`config.mk`:
```
export PLATFORM = sky130hd
export DESIGN_NAME = next_greater_element_engine_unit_flat
export DESIGN_NICKNAME = d
export VERILOG_FILES = /design/src/hdl/nge_pkg.sv /design/src/hdl/nge_ifs.sv /design/src/hdl/next_greater_element_engine_unit.sv /design/src/flat_wrapper.sv
export SDC_FILE = /design/constraint.sdc
export NUM_CORES = 2
export LEC_CHECK = 0
export BUFFER_PORTS_ARGS = -buffer_cell sky130_fd_sc_hd__buf_2
export CORE_ASPECT_RATIO = 1.75
export CORE_MARGIN = 2
export CORE_UTILIZATION = 55
export DETAILED_ROUTE_END_ITERATION = 6
export GPL_TIMING_DRIVEN = 0
export HOLD_SLACK_MARGIN = 0.02
export PLACE_DENSITY = 0.8
export SLEW_MARGIN = 5
export SYNTH_ARGS = -nofsm -noshare
export SYNTH_HDL_FRONTEND = slang
export SYNTH_SLANG_ARGS = --single-unit
```
`constraint.sdc`:
```
create_clock -name clk -period 18.55 [get_ports clk]
set_input_delay 0 -clock clk [delete_from_list [all_inputs] [get_ports clk]]
set_output_delay 0 -clock clk [all_outputs]
set_load 0.01 [all_outputs]
```
`src/hdl/nge_pkg.sv`:
```
// Shared constants and types of the next-greater-element engine.
package nge_pkg;

	// Fixed widths of the channel fields.
	localparam int SAMPLE_BITS   = 32;
	localparam int POSITION_BITS = 10;
	localparam int ANSWER_BITS   = 32;

	// Default sizing of the engine.
	localparam int STACK_DEPTH_DEF = 32;
	localparam int MAX_LENGTH_DEF  = 1024;
	localparam int VALUE_BITS_DEF  = 32;

	// Result outcome codes.
	typedef enum logic [1:0] {
		OUTCOME_FOUND   = 2'd0,
		OUTCOME_NONE    = 2'd1,
		OUTCOME_EVICTED = 2'd2
	} outcome_t;

endpackage

```
`src/hdl/nge_ifs.sv`:
```
// Stream and configuration channel interfaces of the next-greater-element engine.

// Input item channel: one signed sample per transfer.
interface nge_in_if;
	import nge_pkg::*;
	logic                          valid;
	logic                          ready;
	logic signed [SAMPLE_BITS-1:0] sample_value;
	logic                          end_of_sequence;

	modport source (output valid, sample_value, end_of_sequence, input ready);
	modport sink   (input valid, sample_value, end_of_sequence, output ready);
endinterface

// Result channel: one answered position per transfer.
interface nge_out_if;
	import nge_pkg::*;
	logic                          valid;
	logic                          ready;
	logic [POSITION_BITS-1:0]      position;
	logic signed [ANSWER_BITS-1:0] answer_value;
	outcome_t                      outcome;
	logic                          last_of_run;

	modport source (output valid, position, answer_value, outcome, last_of_run, input ready);
	modport sink   (input valid, position, answer_value, outcome, last_of_run, output ready);
endinterface

// Configuration write channel for the compare mode register.
interface nge_cfg_if;
	logic valid;
	logic ready;
	logic compare_mode;

	modport source (output valid, compare_mode, input ready);
	modport sink   (input valid, compare_mode, output ready);
endinterface

```
`src/hdl/next_greater_element_engine_unit.sv`:
```
// Next-greater / next-smaller element engine built around a stack memory.
//
// Usage: samples enter on sample_in, one per transfer. Each sample pops every
// pending entry it answers (strictly greater in mode 0, strictly smaller in
// mode 1) and is then pushed. A sample flagged end_of_sequence flushes every
// pending entry as not found, newest first, and restarts positions at zero.
// When the stack is full and nothing was popped, the oldest entry is evicted.
// Results leave on result_out; last_of_run marks the final result of an item.
// The cfg channel writes compare_mode; write it only while the engine is idle.
//
// The input is ready again only once the engine has finished the current item,
// including its pops, any eviction and any end-of-sequence flush. The single read
// port of the stack memory sets the pace: one entry is read and examined per cycle
// while the staging register can take a result.
// Reset: the stack count, position counter and compare mode clear to zero; the
// stack memory itself needs no clearing. If result_out stalls, the engine holds
// one finished result in the output register and one in a staging register,
// then waits; no result is dropped.
module next_greater_element_engine_unit #(
	parameter int STACK_DEPTH = nge_pkg::STACK_DEPTH_DEF,
	parameter int MAX_LENGTH  = nge_pkg::MAX_LENGTH_DEF,
	parameter int VALUE_BITS  = nge_pkg::VALUE_BITS_DEF
) (
	input  logic      clk,
	input  logic      arst_n,
	nge_cfg_if.sink   cfg,
	nge_in_if.sink    sample_in,
	nge_out_if.source result_out
);
	import nge_pkg::*;

	localparam int IDX_BITS = $clog2(STACK_DEPTH);
	localparam int CNT_BITS = $clog2(STACK_DEPTH + 1);
	localparam int SUM_BITS = CNT_BITS + 1;
	localparam int POS_BITS = $clog2(MAX_LENGTH);

	typedef logic signed [VALUE_BITS-1:0] val_t;

	typedef struct packed {
		logic [POS_BITS-1:0]   pos;
		logic [VALUE_BITS-1:0] val;
	} entry_t;

	typedef enum logic [2:0] {
		S_IDLE,
		S_CMP,
		S_EVICT,
		S_PUSH,
		S_FLUSH,
		S_DONE
	} state_t;

	// Circular index: base plus offset, wrapped at the stack depth.
	function automatic logic [IDX_BITS-1:0] wrap_idx(input logic [IDX_BITS-1:0] b,
	                                                 input logic [CNT_BITS-1:0] off);
		logic [SUM_BITS-1:0] s;
		s = SUM_BITS'(b) + SUM_BITS'(off);
		if (s >= SUM_BITS'(STACK_DEPTH)) begin
			s = s - SUM_BITS'(STACK_DEPTH);
		end
		return s[IDX_BITS-1:0];
	endfunction

	// Control registers.
	state_t              state_q;
	logic [IDX_BITS-1:0] base_q;
	logic [CNT_BITS-1:0] cnt_q;
	logic [POS_BITS-1:0] pos_q;
	logic                mode_q;
	logic                stg_vld_q;
	logic                out_vld_q;

	// Payload registers.
	val_t                   cur_val_q;
	logic                   last_q;
	entry_t                 rd_data_q;
	logic [POS_BITS-1:0]    stg_pos_q;
	logic [ANSWER_BITS-1:0] stg_ans_q;
	outcome_t               stg_outc_q;
	logic [POSITION_BITS-1:0] out_pos_q;
	logic [ANSWER_BITS-1:0] out_ans_q;
	outcome_t               out_outc_q;
	logic                   out_last_q;

	// Stack memory.
	entry_t stack_mem_q [STACK_DEPTH];

	// Next-state and memory control.
	state_t                 state_d;
	logic [IDX_BITS-1:0]    base_d;
	logic [CNT_BITS-1:0]    cnt_d;
	logic [POS_BITS-1:0]    pos_d;
	logic                   rd_en;
	logic [IDX_BITS-1:0]    rd_addr;
	logic                   wr_en;
	logic [IDX_BITS-1:0]    wr_addr;
	logic                   emit;
	logic [POS_BITS-1:0]    emit_pos;
	logic [ANSWER_BITS-1:0] emit_ans;
	outcome_t               emit_outc;
	logic                   finish;
	logic                   accept;
	logic                   out_free;
	logic                   can_emit;
	logic                   top_hit;
	logic                   stack_full;
	logic [POS_BITS-1:0]    pos_inc;

	assign sample_in.ready = (state_q == S_IDLE);
	assign cfg.ready       = 1'b1;
	assign accept          = sample_in.valid && sample_in.ready;

	// The staging register may take a new result if it is empty or can move on.
	assign out_free   = !out_vld_q || result_out.ready;
	assign can_emit   = !stg_vld_q || out_free;
	assign stack_full = (cnt_q == CNT_BITS'(STACK_DEPTH));
	assign pos_inc    = (pos_q == POS_BITS'(MAX_LENGTH - 1)) ? '0 : pos_q + POS_BITS'(1);

	// Compare the new sample against the entry read from the top of the stack.
	always_comb begin
		if (mode_q) begin
			top_hit = $signed(cur_val_q) < $signed(rd_data_q.val);
		end else begin
			top_hit = $signed(rd_data_q.val) < $signed(cur_val_q);
		end
	end

	// Sequencer: pop loop, eviction, push and flush, at most one memory access per cycle.
	always_comb begin
		state_d   = state_q;
		base_d    = base_q;
		cnt_d     = cnt_q;
		pos_d     = pos_q;
		rd_en     = 1'b0;
		rd_addr   = '0;
		wr_en     = 1'b0;
		wr_addr   = wrap_idx(base_q, cnt_q);
		emit      = 1'b0;
		emit_pos  = rd_data_q.pos;
		emit_ans  = '1;
		emit_outc = OUTCOME_FOUND;
		finish    = 1'b0;
		unique case (state_q)
			S_IDLE: begin
				if (accept) begin
					if (cnt_q == '0) begin
						state_d = S_PUSH;
					end else begin
						rd_en   = 1'b1;
						rd_addr = wrap_idx(base_q, cnt_q - CNT_BITS'(1));
						state_d = S_CMP;
					end
				end
			end
			S_CMP: begin
				if (top_hit) begin
					if (can_emit) begin
						emit     = 1'b1;
						emit_ans = ANSWER_BITS'($signed(cur_val_q));
						cnt_d    = cnt_q - CNT_BITS'(1);
						if (cnt_q > CNT_BITS'(1)) begin
							rd_en   = 1'b1;
							rd_addr = wrap_idx(base_q, cnt_q - CNT_BITS'(2));
						end else begin
							state_d = S_PUSH;
						end
					end
				end else if (stack_full) begin
					rd_en   = 1'b1;
					rd_addr = base_q;
					state_d = S_EVICT;
				end else begin
					state_d = S_PUSH;
				end
			end
			S_EVICT: begin
				if (can_emit) begin
					emit      = 1'b1;
					emit_outc = OUTCOME_EVICTED;
					base_d    = wrap_idx(base_q, CNT_BITS'(1));
					cnt_d     = cnt_q - CNT_BITS'(1);
					state_d   = S_PUSH;
				end
			end
			S_PUSH: begin
				if (!last_q) begin
					wr_en   = 1'b1;
					cnt_d   = cnt_q + CNT_BITS'(1);
					pos_d   = pos_inc;
					state_d = S_DONE;
				end else if (can_emit) begin
					// The new entry is the top of the flush; it needs no write.
					emit      = 1'b1;
					emit_pos  = pos_q;
					emit_outc = OUTCOME_NONE;
					pos_d     = '0;
					if (cnt_q != '0) begin
						rd_en   = 1'b1;
						rd_addr = wrap_idx(base_q, cnt_q - CNT_BITS'(1));
						state_d = S_FLUSH;
					end else begin
						state_d = S_DONE;
					end
				end
			end
			S_FLUSH: begin
				if (can_emit) begin
					emit      = 1'b1;
					emit_outc = OUTCOME_NONE;
					cnt_d     = cnt_q - CNT_BITS'(1);
					if (cnt_q > CNT_BITS'(1)) begin
						rd_en   = 1'b1;
						rd_addr = wrap_idx(base_q, cnt_q - CNT_BITS'(2));
					end else begin
						state_d = S_DONE;
					end
				end
			end
			S_DONE: begin
				if (!stg_vld_q) begin
					state_d = S_IDLE;
				end else if (out_free) begin
					finish  = 1'b1;
					state_d = S_IDLE;
				end
			end
			default: begin
				state_d = S_IDLE;
			end
		endcase
	end

	// State, counters, mode and valid flags.
	always_ff @(posedge clk or negedge arst_n) begin
		if (!arst_n) begin
			state_q   <= S_IDLE;
			base_q    <= '0;
			cnt_q     <= '0;
			pos_q     <= '0;
			mode_q    <= 1'b0;
			stg_vld_q <= 1'b0;
			out_vld_q <= 1'b0;
		end else begin
			state_q <= state_d;
			base_q  <= base_d;
			cnt_q   <= cnt_d;
			pos_q   <= pos_d;
			if (cfg.valid) begin
				mode_q <= cfg.compare_mode;
			end
			if (emit) begin
				stg_vld_q <= 1'b1;
			end else if (finish) begin
				stg_vld_q <= 1'b0;
			end
			if ((emit && stg_vld_q) || finish) begin
				out_vld_q <= 1'b1;
			end else if (result_out.ready) begin
				out_vld_q <= 1'b0;
			end
		end
	end

	// Item, staging and output payloads.
	always_ff @(posedge clk) begin
		if (accept) begin
			cur_val_q <= val_t'(sample_in.sample_value);
			last_q    <= sample_in.end_of_sequence;
		end
		if (emit) begin
			stg_pos_q  <= emit_pos;
			stg_ans_q  <= emit_ans;
			stg_outc_q <= emit_outc;
		end
		if ((emit && stg_vld_q) || finish) begin
			out_pos_q  <= POSITION_BITS'(stg_pos_q);
			out_ans_q  <= stg_ans_q;
			out_outc_q <= stg_outc_q;
			out_last_q <= finish;
		end
	end

	// Stack memory: one write port, one registered read port.
	always_ff @(posedge clk) begin
		if (wr_en) begin
			stack_mem_q[wr_addr] <= '{pos: pos_q, val: cur_val_q};
		end
		if (rd_en) begin
			rd_data_q <= stack_mem_q[rd_addr];
		end
	end

	assign result_out.valid        = out_vld_q;
	assign result_out.position     = out_pos_q;
	assign result_out.answer_value = out_ans_q;
	assign result_out.outcome      = out_outc_q;
	assign result_out.last_of_run  = out_last_q;

	// The stack never holds more entries than it has room for.
	a_cnt_bound: assert property (@(posedge clk) disable iff (!arst_n)
		cnt_q <= CNT_BITS'(STACK_DEPTH))
		else $error("stack count exceeds depth");

	// Eviction happens only on a full stack.
	a_evict_full: assert property (@(posedge clk) disable iff (!arst_n)
		(state_q == S_EVICT) |-> stack_full)
		else $error("eviction without a full stack");

	// An end-of-sequence item leaves the stack empty.
	a_flush_empty: assert property (@(posedge clk) disable iff (!arst_n)
		(state_q == S_DONE && last_q) |-> (cnt_q == '0))
		else $error("stack not empty after flush");

	// A staged result moves out only into a free output register.
	a_no_overwrite: assert property (@(posedge clk) disable iff (!arst_n)
		((emit && stg_vld_q) || finish) |-> out_free)
		else $error("output register overwritten while stalled");

	// Closing an item leaves nothing staged for the next one.
	a_finish_clears: assert property (@(posedge clk) disable iff (!arst_n)
		finish |=> (!stg_vld_q && state_q == S_IDLE))
		else $error("staged result left behind at end of item");

endmodule
```
`src/flat_wrapper.sv`:
```
// flat-port wrapper written by rule: the top's interface ports become plain ports
module next_greater_element_engine_unit_flat import nge_pkg::*;
#(
	parameter int STACK_DEPTH = nge_pkg::STACK_DEPTH_DEF,
	parameter int MAX_LENGTH  = nge_pkg::MAX_LENGTH_DEF,
	parameter int VALUE_BITS  = nge_pkg::VALUE_BITS_DEF
)
  (clk, arst_n, cfg_valid, cfg_compare_mode, cfg_ready, sample_in_valid, sample_in_sample_value, sample_in_end_of_sequence, sample_in_ready, result_out_valid, result_out_position, result_out_answer_value, result_out_outcome, result_out_last_of_run, result_out_ready);
  nge_cfg_if cfg_i ();
  nge_in_if sample_in_i ();
  nge_out_if result_out_i ();
  input  logic clk;
  input  logic arst_n;
  input wire logic [$bits(cfg_i.valid)-1:0] cfg_valid;
  input wire logic [$bits(cfg_i.compare_mode)-1:0] cfg_compare_mode;
  output wire logic [$bits(cfg_i.ready)-1:0] cfg_ready;
  input wire logic [$bits(sample_in_i.valid)-1:0] sample_in_valid;
  input wire logic [$bits(sample_in_i.sample_value)-1:0] sample_in_sample_value;
  input wire logic [$bits(sample_in_i.end_of_sequence)-1:0] sample_in_end_of_sequence;
  output wire logic [$bits(sample_in_i.ready)-1:0] sample_in_ready;
  output wire logic [$bits(result_out_i.valid)-1:0] result_out_valid;
  output wire logic [$bits(result_out_i.position)-1:0] result_out_position;
  output wire logic [$bits(result_out_i.answer_value)-1:0] result_out_answer_value;
  output wire logic [$bits(result_out_i.outcome)-1:0] result_out_outcome;
  output wire logic [$bits(result_out_i.last_of_run)-1:0] result_out_last_of_run;
  input wire logic [$bits(result_out_i.ready)-1:0] result_out_ready;
  assign cfg_i.valid = cfg_valid;
  assign cfg_i.compare_mode = cfg_compare_mode;
  assign cfg_ready = cfg_i.ready;
  assign sample_in_i.valid = sample_in_valid;
  assign sample_in_i.sample_value = sample_in_sample_value;
  assign sample_in_i.end_of_sequence = sample_in_end_of_sequence;
  assign sample_in_ready = sample_in_i.ready;
  assign result_out_valid = result_out_i.valid;
  assign result_out_position = result_out_i.position;
  assign result_out_answer_value = result_out_i.answer_value;
  assign result_out_outcome = result_out_i.outcome;
  assign result_out_last_of_run = result_out_i.last_of_run;
  assign result_out_i.ready = result_out_ready;
  next_greater_element_engine_unit #(.STACK_DEPTH(STACK_DEPTH), .MAX_LENGTH(MAX_LENGTH), .VALUE_BITS(VALUE_BITS)) u_core (.clk(clk), .arst_n(arst_n), .cfg(cfg_i), .sample_in(sample_in_i), .result_out(result_out_i));
endmodule
```
# Word-level counts from Yosys, hierarchy flattened
# Memory sizes are Yosys's and may differ from the RTL's. A register that Yosys moved wholly into a read port is not among the register bits.
# Index checks and enable logic that the tools add are counted.
# word_totals
register_bits,149
ram_bits,1344
inputBits,39
output_inout_bits,48
wordCells,142
memories,1
# mem_list
name,depth,width,rd,rd_clocked_by_memory_dff,write_ports,line_no,source
u_core.stack_mem_q,32,42,1,1,1,next_greater_element_engine_unit.sv:86,entry_t stack_mem_q [STACK_DEPTH];
# classes
n_addsub,12
magnitude_cmp,7
n_eq_ne,18
muxes,69
n_reduce_logical,19
# ops
operator,n
5-bit two-way mux,13
32-bit less-than comparator,2
10-bit two-way mux,6
3-bit two-way mux,11
1-bit two-way mux,27
5-bit by 6-bit adder with 7-bit output,3
7-bit by 6-bit >= comparator with 1-bit output (second input constant),3
5-bit one-hot mux with 4 select lines,1
5-bit by 1-bit subtractor with 5-bit output (second input constant),4
6-bit two-way mux,3
3-bit one-hot mux with 6 select lines,1
6-bit one-hot mux with 3 select lines,1
10-bit by 1-bit adder with 10-bit output (second input constant),1
10-bit equality test (second input constant),1
3-bit != test (second input constant),3
2-bit != test (second input constant),4
8-bit AND reduction,1
5-bit by 1-bit adder with 6-bit output (second input constant),1
6-bit by 1-bit adder with 6-bit output (second input constant),1
3-bit by 2-bit equality test with 1-bit output (second input constant),2
3-bit equality test (second input constant),2
6-bit equality test (second input constant),1
6-bit >= comparator (second input constant),1
6-bit by 1-bit > comparator with 1-bit output (second input constant),1
20 further kinds,31

# Logic depth before layout (Yosys ltp)
# depth
word_depth,9
ltp_mapped,19
ltp_nobuf,14

# Worst setup path after synthesis
# Ideal clock, no wire load.
# synth_path
path_kind,register to register
startpoint,register u_core.cur_val_q[30]
endpoint,"register u_core.out_ans_q[0], in the netlist u_core.result_out.answer_value[0] (enable)"
setup_time_ns,0.404
arrival_time_ns,6.050
t_required_ns,18.146
setup_slack_ns,12.097
stages_incl_launch_ff,13
synth_period_minus_slack_ns,6.453
cell_sequence,edfxtp_1 ha_1 and3_4 a221o_1 a31oi_2 o211ai_1 o211ai_2 a31o_2 nand3b_1 a21o_1 a21oi_1 nand2_1 nand2_1
# synth_between
elab_chain_len,6
word_cells_on_any_way,7
cone_classes,order compare: 2; mux: 3; reduce/logical: 2
# synth_lines
element,line_no,source
from (decl),next_greater_element_engine_unit.sv:74,val_t cur_val_q;
from (signal assigned),next_greater_element_engine_unit.sv:267,cur_val_q <= val_t'(sample_in.sample_value);
"32-bit less-than comparator, on equally long branches","next_greater_element_engine_unit.sv:124, next_greater_element_engine_unit.sv:122",
1-bit two-way mux (*),next_greater_element_engine_unit.sv:121,if (mode_q) begin
1-bit two-way mux (*),next_greater_element_engine_unit.sv:156,if (top_hit) begin
1-bit one-hot mux with 3 select lines (*),next_greater_element_engine_unit.sv:143,unique case (state_q)
named net u_core.emit,next_greater_element_engine_unit.sv:97,logic emit;
1-bit logical AND (*),next_greater_element_engine_unit.sv:275,if ((emit && stg_vld_q) || finish) begin
1-bit logical OR (*),next_greater_element_engine_unit.sv:275,
to (signal assigned),next_greater_element_engine_unit.sv:277,out_ans_q <= stg_ans_q;
to (decl),next_greater_element_engine_unit.sv:81,logic [ANSWER_BITS-1:0] out_ans_q;
# The timed path passes the listed nets; every way through them passes the cells marked *.
# A chain may end at the register's enable or synchronous reset.

# Worst setup path after layout
# layout_path
startpoint,register u_core.cur_val_q[15]
endpoint,"register, netlist name u_core.rd_data_q[31]"
# layout_between
elab_chain_len,4
word_cells_on_any_way,7
cone_classes,order compare: 2; mux: 5
# layout_lines
element,line_no
"32-bit less-than comparator, on equally long branches","next_greater_element_engine_unit.sv:124, next_greater_element_engine_unit.sv:122"
1-bit two-way mux (*),next_greater_element_engine_unit.sv:121
5-bit two-way mux or 1-bit two-way mux (tied branches),next_greater_element_engine_unit.sv:156
5-bit one-hot mux with 4 select lines or 1-bit one-hot mux with 4 select lines (tied branches),next_greater_element_engine_unit.sv:143
# Mark *: on every way between the ends. The rest lies on a longest branch, timed or not.

==> impl_metrics.prom <==
# TYPE chip_impl_metric gauge
chip_impl_metric{name="drt-vias-per-instance",unit=""} 6.83
chip_impl_metric{name="syn-cell-area",unit="sq um"} 61400
chip_impl_metric{name="grt_overflow_total",unit=""} 0
chip_impl_info{name="crit_type",value="reg2reg"} 1
chip_impl_info{name="tritoncts",value="yes"} 1
chip_impl_metric{name="row_count",unit=""} 162
chip_impl_metric{name="fillCellCount",unit=""} 7528
chip_impl_metric{name="finalHoldViolations",unit=""} 0
chip_impl_metric{name="num_io_pins",unit=""} 87
chip_impl_metric{name="io_buffers",unit=""} 85
chip_impl_metric{name="fraction_of_layout_instances_using_a_drive_strength_above_1",unit=""} 0.121
chip_impl_info{name="worst_setup_ep_type",value="flip-flop"} 1
chip_impl_metric{name="slew_headroom",unit=""} 0.0597
chip_impl_info{name="crit_top_cell",value="sky130_fd_sc_hd__nand2_1"} 1
chip_impl_metric{name="worst-endpoint-required",unit="ps"} 19040
chip_impl_metric{name="cap_violations",unit=""} 0
chip_impl_metric{name="wl_per_cell",unit="um"} 32.7
chip_impl_metric{name="yosys_warnings",unit=""} 0
chip_impl_metric{name="crit_fanout",unit=""} 34
chip_impl_metric{name="clock_tree.htree_level_count",unit=""} 4
chip_impl_metric{name="grt_pass1_wl",unit="um"} 271000
chip_impl_metric{name="grt_use_total",unit=""} 0.335
chip_impl_metric{name="numCtsBuffers",unit=""} 130
chip_impl_metric{name="antenna_found_initial",unit=""} 10
chip_impl_metric{name="period_needed",unit="ps"} 8580
chip_impl_metric{name="synthesis.instances",unit=""} 3980
chip_impl_metric{name="clock_sinks",unit=""} 1535
chip_impl_metric{name="initial_core_util",unit=""} 0.553
chip_impl_metric{name="post-route-worst-setup-slack",unit="ps"} 9970
chip_impl_metric{name="ys_ff_latch",unit=""} 1535
chip_impl_metric{name="clock_latency",unit="ps"} 790
chip_impl_metric{name="fin_nets",unit=""} 4424
chip_impl_metric{name="clock.fmax",unit="MHz"} 117
chip_impl_metric{name="grt_pass1_vias",unit=""} 40800
chip_impl_metric{name="drt_iter0_markers",unit=""} 6297
chip_impl_metric{name="post_cts_resize_count",unit=""} 0
chip_impl_metric{name="gp_congestion",unit=""} 0.952
chip_impl_metric{name="area_growth_syn_to_layout",unit="%"} 14.3
chip_impl_metric{name="number_of_antenna_violating_nets_in_the_routed_design",unit=""} 0
chip_impl_metric{name="fin_skew",unit="ps"} 33.9
chip_impl_info{name="most-common-layout-cells",value="1508 x sky130_fd_sc_hd__edfxtp_1, 717 x sky130_fd_sc_hd__nand2_1, 295 x sky130_fd_sc_hd__mux2i_1"} 1
chip_impl_metric{name="chipWidth",unit="um"} 257
chip_impl_metric{name="yosysSeqAreaShare",unit=""} 0.748
chip_impl_info{name="crit_path_start_kind",value="flip-flop"} 1
chip_impl_metric{name="dp_hpwl",unit="um"} 127000
chip_impl_info{name="most_common_library_cell_in_the_layout_ignoring_fill_and_taps",value="sky130_fd_sc_hd__edfxtp_1"} 1
chip_impl_metric{name="routed_wirelength",unit="um"} 194000
chip_impl_metric{name="drv_slew",unit=""} 0
chip_impl_info{name="root_buffer",value="sky130_fd_sc_hd__clkbuf_16"} 1
chip_impl_metric{name="coreArea",unit="sq um"} 111000
chip_impl_info{name="cp_cell_instances",value="ha_1 -> nand4_1 -> nor4_1 -> o21ai_0 -> a31oi_2 -> o21bai_1 -> a311oi_4 -> a22oi_2 -> nand2_2 -> buf_2 -> clkbuf_1 -> nand2_1 -> a32oi_1 -> nand2_1 -> a2111oi_2"} 1
chip_impl_metric{name="worst_pin_slew",unit="ps"} 1400
chip_impl_metric{name="synthesis.area_per_instance",unit="sq um"} 15.4
chip_impl_info{name="status",value="finished with violations"} 1
chip_impl_metric{name="fin_crit_sh",unit=""} 0.462
chip_impl_metric{name="synth_edf_count",unit=""} 1508
chip_impl_metric{name="dr_total_vias",unit=""} 40400
chip_impl_metric{name="mappedNetlistNets",unit=""} 4073
chip_impl_info{name="hold_path.class",value="in2async"} 1
chip_impl_metric{name="clkTransAtPathRegs",unit="ps"} 70
chip_impl_metric{name="cts.path.max_buffers",unit=""} 3
chip_impl_metric{name="critPathArrivalTime",unit="ps"} 9060
chip_impl_info{name="slowest_stage",value="sky130_fd_sc_hd__edfxtp_1"} 1
chip_impl_metric{name="finalSetupViolations",unit=""} 0
chip_impl_metric{name="drc_errors",unit=""} 1
chip_impl_metric{name="cpPeakStageDelay",unit="ps"} 1220
chip_impl_info{name="violations",value="design-rule violations"} 1
chip_impl_metric{name="firstDrtPassIters",unit=""} 7
chip_impl_metric{name="worst_slack_placed",unit="ps"} 10880
chip_impl_metric{name="setup_tns_final",unit="ps"} 0
chip_impl_metric{name="die_h",unit="um"} 446
chip_impl_metric{name="grt_start_max_net_pins",unit=""} 47
chip_impl_info{name="synth_top_flop_cell",value="sky130_fd_sc_hd__edfxtp_1"} 1
chip_impl_metric{name="floorplan.die_area",unit="sq um"} 114000
chip_impl_metric{name="ys_types",unit=""} 70
chip_impl_metric{name="async_reset_ff_frac",unit=""} 0.0176
chip_impl_info{name="setup_repair_after_global_routing_missed_its_margin",value="no"} 1
==> per-layer routing <==
| metal | share of wire | wire length, um | up-vias | GRT usage |
|---|---|---|---|---|
| met4 | 0.11 | 20800 | 16 | 0.301 |
| met3 | 0.11 | 21500 | 1179 | 0.0942 |
| met1 | 0.29 | 56000 | 19500 | 0.334 |
| met5 | 0.00093 | 180 | - | 0.00556 |
| li1 | - | - | 16300 | - |
| met2 | 0.49 | 95200 | 3457 | 0.567 |
==> critical path: cells and delay by family, from the launching register on <==
family          cells  cell delay, ps
compound gates      7            3150
fa+ha+maj           1             270
buf+inv             2            1470
flops               1            1220
simple gates        5            2090
==> cells in the mapped netlist (16+ instances only) <==
cell / number / area (sq um)
sky130_fd_sc_hd__a2111oi_2: 42 / 631
sky130_fd_sc_hd__a211oi_1: 125 / 938
sky130_fd_sc_hd__a21oi_1: 153 / 766
sky130_fd_sc_hd__a32oi_1: 211 / 1850
sky130_fd_sc_hd__and3_1: 95 / 594
sky130_fd_sc_hd__buf_2: 63 / 315
sky130_fd_sc_hd__clkbuf_1: 161 / 604
sky130_fd_sc_hd__dfrtp_1: 27 / 676
sky130_fd_sc_hd__edfxtp_1: 1508 / 45300
sky130_fd_sc_hd__ha_1: 51 / 638
sky130_fd_sc_hd__inv_1: 50 / 188
sky130_fd_sc_hd__mux2i_1: 295 / 2950
sky130_fd_sc_hd__nand2_1: 719 / 2700
sky130_fd_sc_hd__nand3_1: 16 / 80.1
sky130_fd_sc_hd__nor2_1: 59 / 221
sky130_fd_sc_hd__nor4_1: 43 / 269
sky130_fd_sc_hd__o21ai_0: 26 / 130
sky130_fd_sc_hd__o221ai_1: 42 / 368
sky130_fd_sc_hd__o22ai_1: 86 / 538
sky130_fd_sc_hd__or3_1: 35 / 219
==> flip-flops by register name, indices dropped and copies added, names as in the netlist <==
name                            flops
u_core.stack_mem_q               1344
u_core.rd_data_q                   42
u_core.cur_val_q                   32
u_core.result_out.answer_value     32
u_core.stg_ans_q                   32
u_core.pos_q                       10
u_core.result_out.position         10
u_core.stg_pos_q                   10
u_core.cnt_q                        6
u_core.base_q                       5
u_core.state_q                      3
u_core.result_out.outcome           2
u_core.stg_outc_q                   2
u_core.last_q                       1
u_core.mode_q                       1
u_core.result_out.last_of_run       1
u_core.result_out.valid             1
u_core.stg_vld_q                    1
==> cell families (layout without fill, tap and decap cells) <==
group | Yosys count | in the layout | synth area share
simple gates | 1026 | 1026 | 0.0731
xor+xnor | 25 | 25 | 0.00357
mux | 306 | 306 | 0.0501
buf+inv | 300 | 756 | 0.0212
other cells | 1 | 5 | 0.0000611
fa+ha+maj | 54 | 54 | 0.0114
compound gates | 733 | 733 | 0.0922
flops | 1535 | 1535 | 0.748
==> final timing paths <==
check	start	endpoint	slack [ps]	depth (start not counted)
worst min-delay path	arst_n	u_core.pos_q[7]	250	4
worst max-delay path	u_core.cur_val_q[15]	u_core.rd_data_q[31]	9970	15
worst max register to register	u_core.cur_val_q[15]	u_core.rd_data_q[31]	9970	15
worst min register to register	u_core.stg_ans_q[28]	u_core.result_out.answer_value[28]	420	0
max in group asynchronous	arst_n	u_core.result_out.valid	18120	4
min in group clk	result_out_ready	u_core.result_out.valid	270	4
==> through the flow <==
stage	hold WS (ps)	area, sq um	util	cells
floorplan	-296	61400	-	3980
global placement	74.6	63700	0.573	5541
detailed placement	73.2	65200	0.587	5599
global route	283	70200	0.632	5913
CTS	231	70200	0.632	5911
finish	248	70200	0.632	5916
==> cell type report <==
type	instances	area (sq um)	area share
multi-input cells	2145	14500	0.206
inverters	50	188	0.00267
diodes	4	10.0	0.000143
repair buffers	219	2410	0.0343
clock inverters	80	788	0.0112
plain buffers	250	1120	0.0159
well taps	1476	1850	0.0263
flip-flops and latches	1535	46000	0.655
clock buffers	157	3420	0.0487
==> timing repair <==
item	4_1_cts	5_1_grt
buffers inserted	0	0
endpoints found under the setup margin	0	0
hold buffers	75	0
endpoints found under the hold margin	85	0
Power is not shown: default switching activity piles up to over one toggle a cycle in this logic, so the estimate is an artifact.
